File: config.mk
export PLATFORM = sky130hd
export DESIGN_NAME = radix_converter_unit
export DESIGN_NICKNAME = d
export VERILOG_FILES = /design/src/hw/rtl/rcu_pkg.sv /design/src/hw/rtl/radix_converter_unit.sv /design/src/hw/rtl/rcu_div.sv
export SDC_FILE = /design/constraint.sdc
export NUM_CORES = 1
export LEC_CHECK = 0
export BUFFER_PORTS_ARGS = -buffer_cell sky130_fd_sc_hd__buf_2
export CORE_MARGIN = 1.5
export CORE_UTILIZATION = 40
export CTS_BUF_LIST = sky130_fd_sc_hd__clkbuf_8
export DETAILED_ROUTE_END_ITERATION = 12
export GPL_TIMING_DRIVEN = 0
export PLACE_DENSITY_LB_ADDON = 0.15
export SETUP_SLACK_MARGIN = 0.5
export SYNTH_ARGS = -nofsm -noshare
export SYNTH_HDL_FRONTEND = slang
export SYNTH_SLANG_ARGS = --single-unit
File: constraint.sdc
create_clock -name clk -period 10.6 [get_ports clk]
set_clock_uncertainty 0.1 [all_clocks]
set_input_delay 1.59 -clock clk [delete_from_list [all_inputs] [get_ports clk]]
set_output_delay 1.59 -clock clk [all_outputs]
set_load 0.01 [all_outputs]
File: src/hw/rtl/rcu_pkg.sv
// Shared constants, types and helpers for the radix converter.
package rcu_pkg;

	localparam int MAX_DIGITS_DEF = 32;
	localparam int VALUE_BITS_DEF = 31;

	localparam int BASE_W   = 5;
	localparam int DIGIT_W  = 4;
	localparam int STATUS_W = 2;
	localparam int CFG_IDX_W = 2;

	localparam logic [BASE_W-1:0] SRC_BASE_RST = BASE_W'(10);
	localparam logic [BASE_W-1:0] TGT_BASE_RST = BASE_W'(2);
	localparam logic [BASE_W-1:0] DEC_BASE     = BASE_W'(10);
	localparam logic [BASE_W-1:0] MIN_BASE     = BASE_W'(2);
	localparam logic [BASE_W-1:0] HEX_BASE     = BASE_W'(16);

	localparam logic [CFG_IDX_W-1:0] CFG_SOURCE_BASE = CFG_IDX_W'(0);
	localparam logic [CFG_IDX_W-1:0] CFG_TARGET_BASE = CFG_IDX_W'(1);

	localparam logic [STATUS_W-1:0] ST_OK        = STATUS_W'(0);
	localparam logic [STATUS_W-1:0] ST_BAD_BASE  = STATUS_W'(1);
	localparam logic [STATUS_W-1:0] ST_BAD_DIGIT = STATUS_W'(2);

	typedef struct packed {
		logic               done;
		logic [DIGIT_W-1:0] rem;
	} rcu_div_rsp_t;

	function automatic logic base_ok(input logic [BASE_W-1:0] sb, input logic [BASE_W-1:0] tb);
		logic s_ok;
		logic t_ok;
		s_ok = (sb >= MIN_BASE) && (sb <= DEC_BASE);
		t_ok = ((tb >= MIN_BASE) && (tb <= DEC_BASE)) || (tb == HEX_BASE);
		return s_ok && t_ok;
	endfunction

endpackage

File: src/hw/rtl/radix_converter_unit.sv
// Radix converter: source-base digits written in decimal, out as target-base digits.
// Each decimal input digit and each output digit costs one division in the shared
// divider; the output digits are then loaded, one per beat, while the output is free.
// One item at a time; the next item is taken once the last beat is loaded and the
// output register is free. Reset: source base 10, target base 2, idle; digit buffer is not cleared.
module radix_converter_unit #(
	parameter int MAX_DIGITS = rcu_pkg::MAX_DIGITS_DEF,
	parameter int VALUE_BITS = rcu_pkg::VALUE_BITS_DEF
) (
	input  logic                          clk,
	input  logic                          arst_n,
	input  logic                          item_valid,
	output logic                          item_stall,
	input  logic [VALUE_BITS-1:0]         value,
	output logic                          result_valid,
	input  logic                          result_stall,
	output logic [rcu_pkg::DIGIT_W-1:0]   digit,
	output logic [rcu_pkg::STATUS_W-1:0]  status,
	output logic                          last_digit,
	input  logic                          cfg_valid,
	output logic                          cfg_ready,
	input  logic [rcu_pkg::CFG_IDX_W-1:0] cfg_index,
	input  logic [rcu_pkg::BASE_W-1:0]    cfg_data
);
	import rcu_pkg::*;

	localparam int CNT_W = $clog2(MAX_DIGITS + 1);
	localparam int IDX_W = $clog2(MAX_DIGITS);

	typedef enum logic [2:0] {
		S_IDLE,
		S_DDIV,
		S_TDIV,
		S_EMIT,
		S_ERR
	} state_t;

	state_t               state_q;
	logic [BASE_W-1:0]    src_base_q;
	logic [BASE_W-1:0]    tgt_base_q;
	logic [VALUE_BITS-1:0] acc_q;
	logic [VALUE_BITS-1:0] place_q;
	logic [CNT_W-1:0]     cnt_q;
	logic [IDX_W-1:0]     rd_q;
	logic [STATUS_W-1:0]  err_q;
	logic                 div_start_q;
	logic [VALUE_BITS-1:0] div_num_q;
	logic [BASE_W-1:0]    div_den_q;
	logic                 out_valid_q;
	logic [STATUS_W-1:0]  status_q;
	logic                 last_q;
	logic [DIGIT_W-1:0]   digit_q;
	logic [DIGIT_W-1:0]   buf_mem [MAX_DIGITS];

	logic [VALUE_BITS-1:0] quotient;
	rcu_div_rsp_t          div_rsp;

	logic                  item_take;
	logic                  out_free;
	logic                  buf_we;
	logic                  emit_load;
	logic [VALUE_BITS-1:0] acc_sum;
	logic [VALUE_BITS-1:0] place_next;

	rcu_div #(
		.W(VALUE_BITS)
	) u_div (
		.clk      (clk),
		.arst_n   (arst_n),
		.start    (div_start_q),
		.dividend (div_num_q),
		.divisor  (div_den_q),
		.quotient (quotient),
		.rsp      (div_rsp)
	);

	assign out_free   = !out_valid_q || !result_stall;
	assign item_stall = (state_q != S_IDLE) || !out_free;
	assign item_take  = item_valid && !item_stall;
	assign cfg_ready  = 1'b1;

	assign acc_sum    = acc_q + VALUE_BITS'(VALUE_BITS'(div_rsp.rem) * place_q);
	assign place_next = VALUE_BITS'(place_q * VALUE_BITS'(src_base_q));

	assign buf_we    = (state_q == S_TDIV) && div_rsp.done;
	assign emit_load = (state_q == S_EMIT) && out_free;

	always_ff @(posedge clk or negedge arst_n) begin
		if (!arst_n) begin
			src_base_q <= SRC_BASE_RST;
			tgt_base_q <= TGT_BASE_RST;
		end else if (cfg_valid && cfg_ready) begin
			if (cfg_index == CFG_SOURCE_BASE) begin
				src_base_q <= cfg_data;
			end else if (cfg_index == CFG_TARGET_BASE) begin
				tgt_base_q <= cfg_data;
			end
		end
	end

	always_ff @(posedge clk or negedge arst_n) begin
		if (!arst_n) begin
			state_q     <= S_IDLE;
			div_start_q <= 1'b0;
			out_valid_q <= 1'b0;
			acc_q       <= '0;
			cnt_q       <= '0;
		end else begin
			div_start_q <= 1'b0;
			if (out_valid_q && !result_stall) begin
				out_valid_q <= 1'b0;
			end
			case (state_q)
				S_IDLE: begin
					if (item_take) begin
						acc_q   <= '0;
						place_q <= VALUE_BITS'(1);
						cnt_q   <= '0;
						if (!base_ok(src_base_q, tgt_base_q)) begin
							err_q   <= ST_BAD_BASE;
							state_q <= S_ERR;
						end else if (value == '0) begin
							div_num_q   <= '0;
							div_den_q   <= tgt_base_q;
							div_start_q <= 1'b1;
							state_q     <= S_TDIV;
						end else begin
							div_num_q   <= value;
							div_den_q   <= DEC_BASE;
							div_start_q <= 1'b1;
							state_q     <= S_DDIV;
						end
					end
				end
				S_DDIV: begin
					if (div_rsp.done) begin
						if (BASE_W'(div_rsp.rem) >= src_base_q) begin
							err_q   <= ST_BAD_DIGIT;
							acc_q   <= '0;
							state_q <= S_ERR;
						end else begin
							acc_q       <= acc_sum;
							place_q     <= place_next;
							div_start_q <= 1'b1;
							if (quotient == '0) begin
								div_num_q <= acc_sum;
								div_den_q <= tgt_base_q;
								state_q   <= S_TDIV;
							end else begin
								div_num_q <= quotient;
								div_den_q <= DEC_BASE;
							end
						end
					end
				end
				S_TDIV: begin
					if (div_rsp.done) begin
						cnt_q <= cnt_q + CNT_W'(1);
						if (quotient == '0 || cnt_q == CNT_W'(MAX_DIGITS - 1)) begin
							rd_q    <= cnt_q[IDX_W-1:0];
							state_q <= S_EMIT;
						end else begin
							div_num_q   <= quotient;
							div_start_q <= 1'b1;
						end
					end
				end
				S_EMIT: begin
					if (out_free) begin
						out_valid_q <= 1'b1;
						status_q    <= ST_OK;
						last_q      <= (rd_q == '0);
						if (rd_q == '0) begin
							state_q <= S_IDLE;
						end else begin
							rd_q <= rd_q - IDX_W'(1);
						end
					end
				end
				S_ERR: begin
					if (out_free) begin
						out_valid_q <= 1'b1;
						status_q    <= err_q;
						last_q      <= 1'b1;
						acc_q       <= '0;
						cnt_q       <= '0;
						state_q     <= S_IDLE;
					end
				end
				default: begin
					state_q <= S_IDLE;
				end
			endcase
		end
	end

	// digit buffer and the output digit register
	always_ff @(posedge clk) begin
		if (buf_we) begin
			buf_mem[cnt_q[IDX_W-1:0]] <= div_rsp.rem;
		end
		if (emit_load) begin
			digit_q <= buf_mem[rd_q];
		end else if (state_q == S_ERR && out_free) begin
			digit_q <= '0;
		end
	end

	assign result_valid = out_valid_q;
	assign digit        = digit_q;
	assign status       = status_q;
	assign last_digit   = last_q;

endmodule

File: src/hw/rtl/rcu_div.sv
// Bit-serial restoring divider by a small base, one quotient bit per cycle.
module rcu_div #(
	parameter int W = rcu_pkg::VALUE_BITS_DEF
) (
	input  logic                       clk,
	input  logic                       arst_n,
	input  logic                       start,
	input  logic [W-1:0]               dividend,
	input  logic [rcu_pkg::BASE_W-1:0] divisor,
	output logic [W-1:0]               quotient,
	output rcu_pkg::rcu_div_rsp_t      rsp
);
	import rcu_pkg::*;

	localparam int CNT_W = $clog2(W + 1);

	logic               busy_q;
	logic               done_q;
	logic [CNT_W-1:0]   cnt_q;
	logic [W-1:0]       quo_q;
	logic [DIGIT_W-1:0] rem_q;
	logic [BASE_W-1:0]  den_q;

	logic [BASE_W-1:0]  partial;
	logic               ge;
	logic [BASE_W-1:0]  diff;

	assign partial = {rem_q, quo_q[W-1]};
	assign ge      = (partial >= den_q);
	assign diff    = partial - den_q;

	always_ff @(posedge clk or negedge arst_n) begin
		if (!arst_n) begin
			busy_q <= 1'b0;
			done_q <= 1'b0;
			cnt_q  <= '0;
		end else begin
			done_q <= 1'b0;
			if (start) begin
				busy_q <= 1'b1;
				cnt_q  <= CNT_W'(W);
			end else if (busy_q) begin
				cnt_q <= cnt_q - CNT_W'(1);
				if (cnt_q == CNT_W'(1)) begin
					busy_q <= 1'b0;
					done_q <= 1'b1;
				end
			end
		end
	end

	always_ff @(posedge clk) begin
		if (start) begin
			quo_q <= dividend;
			rem_q <= '0;
			den_q <= divisor;
		end else if (busy_q) begin
			quo_q <= {quo_q[W-2:0], ge};
			rem_q <= ge ? diff[DIGIT_W-1:0] : partial[DIGIT_W-1:0];
		end
	end

	assign quotient = quo_q;
	assign rsp.done = done_q;
	assign rsp.rem  = rem_q;

endmodule
=== Word level (Yosys, flattened, before mapping) ===
Memory sizes are Yosys's and may differ from the RTL's. A register that Yosys moved wholly into a read port is not among the register bits.
Cells that the tools add are included.

* Register bits: 180
* Memories: 1
* Output and inout bits: 10
* Input port bits: 43
* Memory bits (writable): 128
* Word-level logic and storage cells: 183

{| class="wikitable"
|+ Memories
! memory !! depth !! bits a word !! rd ports !! clocked after Yosys merged registers in !! wr ports !! line !! RTL
|-
| buf_mem || 32 || 4 || 1 || 1 || 1 || radix_converter_unit.sv:53 || <nowiki>logic [DIGIT_W-1:0] buf_mem [MAX_DIGITS];</nowiki>
|}

* Reductions and logical operators: 42
* Muxes and demuxes: 83
* Multiply operators: 2
* Bitwise logic cells: 1
* Equal/unequal tests: 22
* $add $sub $neg: 5
* $lt $le $gt $ge: 6

{| class="wikitable"
|+ Operators by type and width
! operator !! number
|-
| 2-to-1 mux 31 bit || 17
|-
| one-hot mux 31 bit (3 select lines) || 2
|-
| 2-to-1 mux 5 bit || 13
|-
| zero test 31 bit || 2
|-
| one-hot mux 31 bit (2 select lines) || 1
|-
| adder 31 bit || 1
|-
| multiplier 31 x 5 -> 31 bit || 1
|-
| multiplier 4 x 31 -> 31 bit || 1
|-
| 2-to-1 mux 3 bit || 10
|-
| one-hot mux 5 bit (2 select lines) || 2
|-
| 2-to-1 mux 1 bit || 19
|-
| 2-to-1 mux 6 bit || 3
|-
| inequality test 2 bit, second input constant || 9
|-
| one-hot mux 6 bit (3 select lines) || 1
|-
| AND reduction 6 bit || 3
|-
| AND reduction 8 bit || 2
|-
| one-hot mux 3 bit (5 select lines) || 1
|-
| 2-to-1 mux 2 bit || 7
|-
| 2-to-1 mux 4 bit || 3
|-
| AND reduction 4 bit || 3
|-
| nonzero test 3 bit || 4
|-
| greater-or-equal comparator 5 x 2 -> 1 bit, second input constant || 2
|-
| less-or-equal comparator 5 x 4 -> 1 bit, second input constant || 2
|-
| nonzero test 2 bit || 5
|-
| 28 further kinds || 47
|}

=== Longest topological paths before layout ===
Gate-level depths: netlist of the first run.

* Depth after elaboration: 8
* Depth in mapped cells: 18
* Gate-level depth less buffers: 16

=== By module ===
From an unflattened synthesis of the first run, not the netlist that was laid out.

* Cell total of the unflattened synthesis: 1,934
* Area total of the unflattened synthesis: 21,723.3 sq um

{| class="wikitable"
|+ Modules (own cells, without submodules)
! module !! instances !! sequential area each (sq um) !! area each (sq um) !! cells an instance
|-
| radix_converter_unit || 1 || 7,681.1 || 19,521.2 || 1,781
|-
| rcu_div || 1 || 1,336.3 || 2,202.1 || 153
|}

=== Worst setup path before layout of the first run ===
Ideal clock, no wire load.

* Path kind: flip-flop to flip-flop
* From: register u_div.rem_q[3]
* To: register div_num_q[19], data pin
* Path slack: 5.665 ns
* Cell stages (with the launch flop): 17
* Clock period less this slack: 4.935 ns
* Arrival time: 4.569 ns
* Buffers on the path: 2
* Cells stage by stage: dfxtp_1 clkbuf_1 clkbuf_1 nand2_1 fa_1 fa_1 fa_1 inv_1 ha_1 nor2b_1 o31a_1 o41a_1 o21ba_1 o21ai_1 nand2b_1 a211oi_1 o31ai_1

* Longest elaborated chain between the ends: 6

{| class="wikitable"
|+ RTL lines
! item !! line !! RTL
|-
| from (decl) || rcu_div.sv:21 || <nowiki>logic [DIGIT_W-1:0] rem_q;</nowiki>
|-
| from (signal assigned) || rcu_div.sv:59 || <nowiki>rem_q <= ge ? diff[DIGIT_W-1:0] : partial[DIGIT_W-1:0];</nowiki>
|-
| multiplier 4 x 31 -> 31 bit || radix_converter_unit.sv:82 || <nowiki>assign acc_sum = acc_q + VALUE_BITS'(VALUE_BITS'(div_rsp.rem) * place_q);</nowiki>
|-
| adder 31 bit || radix_converter_unit.sv:82 ||
|-
| 2-to-1 mux 31 bit || radix_converter_unit.sv:145 || <nowiki>if (quotient == '0) begin</nowiki>
|-
| 2-to-1 mux 31 bit || radix_converter_unit.sv:137 || <nowiki>if (BASE_W'(div_rsp.rem) >= src_base_q) begin</nowiki>
|-
| 2-to-1 mux 31 bit || radix_converter_unit.sv:136 || <nowiki>if (div_rsp.done) begin</nowiki>
|-
| one-hot mux 31 bit (3 select lines) || radix_converter_unit.sv:113 || <nowiki>case (state_q)</nowiki>
|-
| to (signal assigned) || radix_converter_unit.sv:128 || <nowiki>div_num_q <= value;</nowiki>
|-
| to (signal assigned) || radix_converter_unit.sv:146 || <nowiki>div_num_q <= acc_sum;</nowiki>
|-
| to (signal assigned) || radix_converter_unit.sv:150 || <nowiki>div_num_q <= quotient;</nowiki>
|-
| to (decl) || radix_converter_unit.sv:47 || <nowiki>logic [VALUE_BITS-1:0] div_num_q;</nowiki>
|}

Every way passes these cells. The select of a mux whose other input is x is not followed.
A chain may end at the register's enable or synchronous reset.

=== Final worst setup path of the first run ===
* From: register u_div.rem_q[3]
* To: register div_num_q[30], data pin

Same word-level chain as after synthesis.

==> results of run 1 <==
through the flow:
| step | cell area, um2 | util [%] |
|---|---|---|
| global placement | 22970 | 42.60 |
| floorplan | 21840 | - |
| finish | 24390 | 45.23 |
| CTS | 24380 | 45.21 |
| detailed placement | 23030 | 42.71 |
| global route | 24380 | 45.22 |
layer usage:
layer	share of wire [%]	vias up	GRT usage [%]	routed length [um]
li1	-	7048	-	-
met1	48	7796	29.50	26250
met2	45	344	30.70	24760
met3	4.9	65	2.658	2680
met4	1.4	0	5.167	787
met5	0	-	0	0
sequential cells by signal, indices dropped and copies added (netlist names), 2 cells and up, named ones only:
register        flops
buf_mem           128
acc_q              31
div_num_q          31
place_q            31
u_div.quotient     31
cnt_q               6
div_den_q           5
rd_q                5
src_base_q          5
tgt_base_q          5
u_div.cnt_q         5
u_div.den_q         5
digit               4
u_div.rem_q         4
state_q             3
err_q               2
status              2
placed cells by master, fill, tap and decap left out, drive strengths merged, types with 7 or more instances in the layout:
cell,n
dfrtp,56
ha,84
a21oi,61
o21bai,9
nor4,15
buf,68
a211oi,11
clkinv,23
bufinv,8
and3,10
or2,7
nand4,8
nand3,15
inv,242
clkbuf,128
mux2i,13
and2,168
nor2,113
mux2,43
nor3b,8
nand2b,18
fa,164
xnor2,36
or3,11
a21o,24
a22oi,25
mux4,40
o31ai,7
edfxtp,245
xor2,25
nand2,191
dfxtp,9
o21ai,108
nor2b,9
a21boi,7
nor3,32
o21a,13
synthesized netlist by cell type (all sizes together), types with 8 or more instances:
master  instances  area, um2
nor4           15      93.84
nor2          113      426.7
mux4           40      900.9
and3           10      62.56
dfxtp           9      180.2
o21a           13      97.59
a211oi         11      92.58
o21ai         108      548.0
nand4           8      50.05
and2          168       1051
nor3b           8      65.06
edfxtp        245       7357
nand2b         18      112.6
mux2i          13      130.1
a22oi          25      187.7
dfrtp          56       1401
fa            164       3283
clkbuf         65      244.0
nor3           32      170.2
inv           229      859.6
nand3          15      75.07
o21bai          9      71.32
buf            15      76.32
a21oi          61      312.8
ha             84       1051
nor2b           9      56.30
xor2           25      219.0
xnor2          36      315.3
a21o           24      180.2
or3            11      68.82
nand2         191      716.9
mux2           43      484.2
final cells by class:
type / instances / area (um2) / area share, %
Antenna cell: 3 / 7.507 / 0.03079
Timing Repair Buffer: 53 / 297.8 / 1.221
Clock inverter: 48 / 480.5 / 1.970
Sequential cell: 313 / 9022 / 37.00
Tap cell: 696 / 870.8 / 3.571
Clock buffer: 63 / 867.1 / 3.556
Buffer: 80 / 320.3 / 1.313
Multi-Input combinational cell: 1350 / 11660 / 47.80
Inverter: 230 / 863.3 / 3.540
worst max-delay path, delay by kind of cell, from the launching register on:
family / cells / cell delay [ps]
xor+xnor: 1 / 670
simple gates: 1 / 150
compound gates: 7 / 1490
flops: 1 / 900
fa+ha+maj: 4 / 1810
buf+inv: 3 / 1040
cells by family after synthesis:
family,Yosys count,share of synthesized area (%)
and+or+nand+nor,622,14.34
AOI/OAI and AO/OA,322,9.720
DFF,313,41.28
buffers and inverters,310,5.418
adders and majority gates,248,19.84
muxes,96,6.936
xor gates and xnor gates,61,2.446
other,1,0.01717
power groups by stage:
stage	logic [uW]	clock network, uW	registers (uW)
after floorplan	3820	0	1700
after global placement	5020	0	1800
after detailed placement	5070	0	1780
after CTS	5110	1380	1760
after global routing	5710	1430	1780
final	5080	1340	1760
final timing paths:
kind | slack, ps | from | endpoint
setup reg to reg | 4160 | u_div.rem_q[3]$_SDFFE_PP0P_ | div_num_q[30]$_DFFE_PP_
min in group asynchronous | 940 | arst_n | u_div.cnt_q[0]$_DFFE_PN0P_
setup / recovery | 4160 | u_div.rem_q[3]$_SDFFE_PP0P_ | div_num_q[30]$_DFFE_PP_
hold reg to reg | 330 | div_den_q[4]$_DFFE_PP_ | u_div.den_q[4]$_DFFE_PP_
max in group asynchronous | 8850 | arst_n | acc_q[24]$_DFFE_PN0P_
hold / removal | 330 | div_den_q[4]$_DFFE_PP_ | u_div.den_q[4]$_DFFE_PP_
==> run metrics, run 1 <==
CP startpoint kind flip-flop; number of top-level pins 53; post-layout total power 8178 uW; clock-pin transition on the worst setup and hold timing paths 60 ps; largest net degree at the start of global routing 64; critical path class reg -> reg; horizontal extent of the die 236.7 um; filler cell count in the final layout 5094; PostCTS Resize Cnt 0; worst-case setup slack after placement 4323 ps; clock root buffer sky130_fd_sc_hd__clkbuf_8; Worst Setup End Kind flip-flop; Mapped Cells 1973; count of cells along the worst hold path 0; shortest clock period the worst path allows after layout 6437 ps; count of max-cap constraint violations 0; Initial Util 40.51%; setup repair after global routing missed its margin false; remaining antenna violation count after routing 0; worst hold slack across all endpoints 328.9 ps; portion of total power attributed to sequential cells 21.5%; Clock Tree Buf Depth 3; placed cells 2722; total leakage power 0.01009 uW; worst supply voltage drop on vdd 0.2436 mV; # clock sinks 313; sequential share of the synthesized area 41.28%; switching power as a share of total power 47.18%; critical path arrival 6720 ps; maximum fanout encountered on the critical timing path 36; maximum achievable frequency 155.4 MHz; transition at the pin with the smallest max-transition slack 1374 ps; Syn Std Cell Area 21840 um2; Tightest Hold Check Type reg -> reg; TritonCTS buffer count 59; detailed-route wire length 54.49 mm; crit path max-delay cell type sky130_fd_sc_hd__dfxtp_2; post-synthesis cell type count 87; sum of net half-perimeters after detailed placement 40.54 mm; Critical Path, Cell by Cell clkbuf_1, clkbuf_1, nand2_1, fa_1, fa_1, fa_1, inv_1, ha_1, o21ai_0, o21ai_0, o2111ai_1, a31oi_2, o21ai_1, o21ai_1, xnor2_1, o21ai_1; syn_area_per_cell 11.07 um2; number of enable-type register cells in the synthesized netlist 245; die outline area 56020 um2; delay of the slowest cell on the worst path 900 ps; number of detailed-route iterations in the first pass 5; Power Dens Cells 335.4 nW/um2; reg2reg path depth 16; relative contribution of combinational cells to total power 62.1%; number of hold buffers added after CTS 0; average detailed-routed wire length per instance 19.21 um; total setup violations reported at the end of the flow 0; most used flip-flop cell after synthesis sky130_fd_sc_hd__edfxtp_1; # H-tree levels 2; CTS tree done; via count of the first global-routing pass 15.47k; residual overflow from global routing 0; Synth Net Count 2264; clock network power share 16.4%; antenna violations before repair 4; via count 15.25k; Synth-to-Final Area Change 11.63%; outcome finished clean; placeable core region 53920 um2; total routing resource utilization after global routing 19.90%; worst slew slack as a fraction of its limit 7.712%; Final Hold Violating Endpoints 0; layout cells sized above 1 12.45%; post-layout instance count excluding filler cells 2836; clock insertion delay at the later pin of the skew report 680 ps; synth warn 0; global-route wire length before repair 87.06 mm; Psw 3859 uW; number of rows in the core area 85; worst-case setup margin in the final layout 4163 ps; DRC violation count after routing 0; Setup Total Neg Slack 0 ps; register bit total from synthesis 313; RD Place Congestion 0.8486; cell internal pwr 4320 uW; # Post-CTS Setup Buffers 0; via count normalized by instance count 5.378; Iter 0 DRT Violations 1256; Crit path required time 10880 ps; number of nets at the end of the flow 2378; ratio of final minimum period to clock period 60.72%; fraction of registers with async set/reset 18.85%; Port Buf Inserts 51; floorplan die height 236.7 um; Final Max Tran Viols 0
Power figures use the tool's default switching activity.
==> run 2, diff against run 1 <==
- clock period: 10.6 -> 6.7 ns (I/O delays scaled with it)
==> run metrics, run 2 (synthesis results as in run 1) <==
switching power as a share of total power 47.13% (was 47.18%); residual overflow from global routing 0 (unchanged); number of detailed-route iterations in the first pass 6 (was 5); Tightest Hold Check Type reg -> reg (unchanged); portion of total power attributed to sequential cells 21.4% (was 21.5%); maximum achievable frequency 168.4 MHz (was 155.4 MHz); transition at the pin with the smallest max-transition slack 1373 ps (was 1374 ps); count of buffer and inverter cells on the critical path 2 (was 3); worst hold slack across all endpoints 329.0 ps (was 328.9 ps); Finished Cell Area 24400 um2 (was 24390 um2); commonest non-fill, non-tap cell in the layout sky130_fd_sc_hd__edfxtp_1 (unchanged); placed cells 2722 (unchanged); outcome finished clean (unchanged); post-layout total power 12960 uW (was 8178 uW); # clock sinks 313 (unchanged); detailed-route wire length 54.45 mm (was 54.49 mm); number of rows in the core area 85 (unchanged); Iter 0 DRT Violations 1144 (was 1256); horizontal extent of the die 236.7 um (unchanged); placement-stage cell area 23030 um2 (unchanged); total leakage power 0.01010 uW (was 0.01009 uW); layout cells sized above 1 12.63% (was 12.45%); critical path arrival 6220 ps (was 6720 ps); remaining antenna violation count after routing 0 (unchanged); flip-flop count of the largest register, all copies and words added 128 (unchanged); Clock Tree Buf Depth 3 (unchanged); largest net degree at the start of global routing 64 (unchanged); WL met2 24.74 mm (was 24.76 mm); floorplan die height 236.7 um (unchanged); # H-tree levels 2 (unchanged); Final Hold Violating Endpoints 0 (unchanged); Critical Path, Cell by Cell clkbuf_1, nand2_1, fa_1, fa_1, fa_1, inv_1, ha_1, nor2b_1, o31a_1, o41a_1, o21ai_2, nand3_1, a31o_1, xnor2_1, o21ai_1 (was clkbuf_1, clkbuf_1, nand2_1, fa_1, fa_1, fa_1, inv_1, ha_1, o21ai_0, o21ai_0, o2111ai_1, a31oi_2, o21ai_1, o21ai_1, xnor2_1, o21ai_1); worst hold path startpoint div_den_q[4]$_DFFE_PP_ (unchanged); Worst Setup End Kind flip-flop (unchanged); CTS tree done (unchanged); via count normalized by instance count 5.375 (was 5.378); clock insertion delay at the later pin of the skew report 680 ps (about the same); Final Max Tran Viols 0 (unchanged); Psw 6109 uW (was 3859 uW); Stages on worst setup path 15 (was 16); sum of net half-perimeters after detailed placement 40.54 mm (unchanged); routed length on met3 2.920 mm (was 2.680 mm); r2r startpoint u_div.rem_q[2]$_SDFFE_PP0P_ (was u_div.rem_q[3]$_SDFFE_PP0P_); RD Place Congestion 0.8486 (unchanged); worst-case register-to-register setup slack 760 ps (was 4160 ps); number of top-level pins 53 (unchanged); average detailed-routed wire length per instance 19.20 um (was 19.21 um); post-layout instance count excluding filler cells 2835 (was 2836); setup repair after global routing missed its margin false (unchanged); Port Buf Inserts 51 (unchanged); clock network power share 16.4% (about the same); global-route wire length before repair 87.05 mm (was 87.06 mm); clock-pin transition on the worst setup and hold timing paths 60 ps (about the same); leading cell types in the layout, fill and taps excluded 245 x sky130_fd_sc_hd__edfxtp_1, 239 x sky130_fd_sc_hd__inv_1, 191 x sky130_fd_sc_hd__nand2_1 (unchanged); via count 15.24k (was 15.25k); Initial Util 40.51% (unchanged); Synth-to-Final Area Change 11.68% (was 11.63%); clock root buffer sky130_fd_sc_hd__clkbuf_8 (unchanged); die outline area 56020 um2 (unchanged); placeable core region 53920 um2 (unchanged); Crit path required time 6980 ps (was 10880 ps); relative contribution of combinational cells to total power 62.2% (was 62.1%); crit path max-delay cell type sky130_fd_sc_hd__dfxtp_2 (unchanged); TritonCTS buffer count 59 (unchanged); total setup violations reported at the end of the flow 0 (unchanged); capture point of the worst reg-to-reg path div_num_q[23]$_DFFE_PP_ (was div_num_q[30]$_DFFE_PP_); uppermost routed layer met4 (unchanged); reg2reg path depth 15 (was 16); worst slew slack as a fraction of its limit 7.748% (was 7.712%); end point of the most critical hold path u_div.den_q[4]$_DFFE_PP_ (unchanged); maximum fanout encountered on the critical timing path 38 (was 36); CP startpoint kind flip-flop (unchanged); count of max-cap constraint violations 0 (unchanged); antenna violations before repair 4 (unchanged); count of cells along the worst hold path 0 (unchanged); cell mode on critical path sky130_fd_sc_hd__fa_1; total routed wire length on the met1 layer 25.96 mm (was 26.25 mm); ratio of final minimum period to clock period 88.64% (was 60.72%); number of nets at the end of the flow 2378 (unchanged); worst supply voltage drop on vdd 0.3867 mV (was 0.2436 mV); delay of the slowest cell on the worst path 940 ps (was 900 ps); critical path's top delay family adder cells (unchanged); Power Dens Cells 531.3 nW/um2 (was 335.4 nW/um2); shortest clock period the worst path allows after layout 5939 ps (was 6437 ps); total routing resource utilization after global routing 19.89% (was 19.90%); via count of the first global-routing pass 15.46k (was 15.47k); critical path class reg -> reg (unchanged); DRC violation count after routing 0 (unchanged); cell internal pwr 6852 uW (was 4320 uW)
-- run 2: changes by cell type in the layout (fill, tap and decap cells not counted), sizes merged --
cell,change
diode,-1
-- run 2: how the worst max path moves through the flow --
stage | start | endpoint | slack, ps
2_1_floorplan | u_div.rem_q[3]$_SDFFE_PP0P_ | div_num_q[19]$_DFFE_PP_ | 1770
3_3_place_gp | u_div.rem_q[3]$_SDFFE_PP0P_ | div_num_q[30]$_DFFE_PP_ | -100
3_5_place_dp | u_div.rem_q[3]$_SDFFE_PP0P_ | div_num_q[30]$_DFFE_PP_ | 420
4_1_cts | u_div.rem_q[3]$_SDFFE_PP0P_ | div_num_q[30]$_DFFE_PP_ | 640
5_1_grt | u_div.rem_q[1]$_SDFFE_PP0P_ | div_num_q[30]$_DFFE_PP_ | 510
6_report | u_div.rem_q[2]$_SDFFE_PP0P_ | div_num_q[23]$_DFFE_PP_ | 760
-- run 2: cell type report --
| cell class | instances | area [um2] |
|---|---|---|
| flip-flops and latches | 313 | 9025 |
| clock inverters | 48 | 480.5 |
| clock buffers | 63 | 867.1 |
| fillers | 5091 | 29520 |
| repair buffers | 53 | 297.8 |
| diodes | 2 | 5.005 |
| inverters | 230 | 863.3 |
| well taps | 696 | 870.8 |
| plain buffers | 80 | 324.1 |
| multi-input cells | 1350 | 11660 |
-- run 2: repair_timing --
action / in CTS / in global routing
hold buffers: 0 / 0
hold endpoints to repair: 0 / 0
endpoints found under the setup margin: 3 / 8
setup buffers: 0 / 0
resized for setup: 1 / 7
-- run 2: power by group through the flow --
stage	combinational [uW]	clock (uW)	sequential [uW]
global route	9060	2260	2810
finish	8060	2120	2780
detailed placement	8020	0	2820
floorplan	6050	0	2690
global placement	7940	0	2840
CTS	8080	2180	2780
-- run 2: stage by stage --
step / worst slack, ps / utilization, % / TNS [ps]
3_5_place_dp: 422.7 / 42.71 / 0
5_1_grt: 505.1 / 45.24 / 0
3_3_place_gp: -101.5 / 42.60 / -150.4
6_report: 760.9 / 45.25 / 0
4_1_cts: 635.8 / 45.22 / 0
2_1_floorplan: 1765 / - / 0
-- run 2: metal layers --
metal  GRT usage [%]  up-vias
met1           29.50     7805
met2           30.70      319
li1                -     7048
met4           5.167        0
met3           2.658       67
met5               0        -
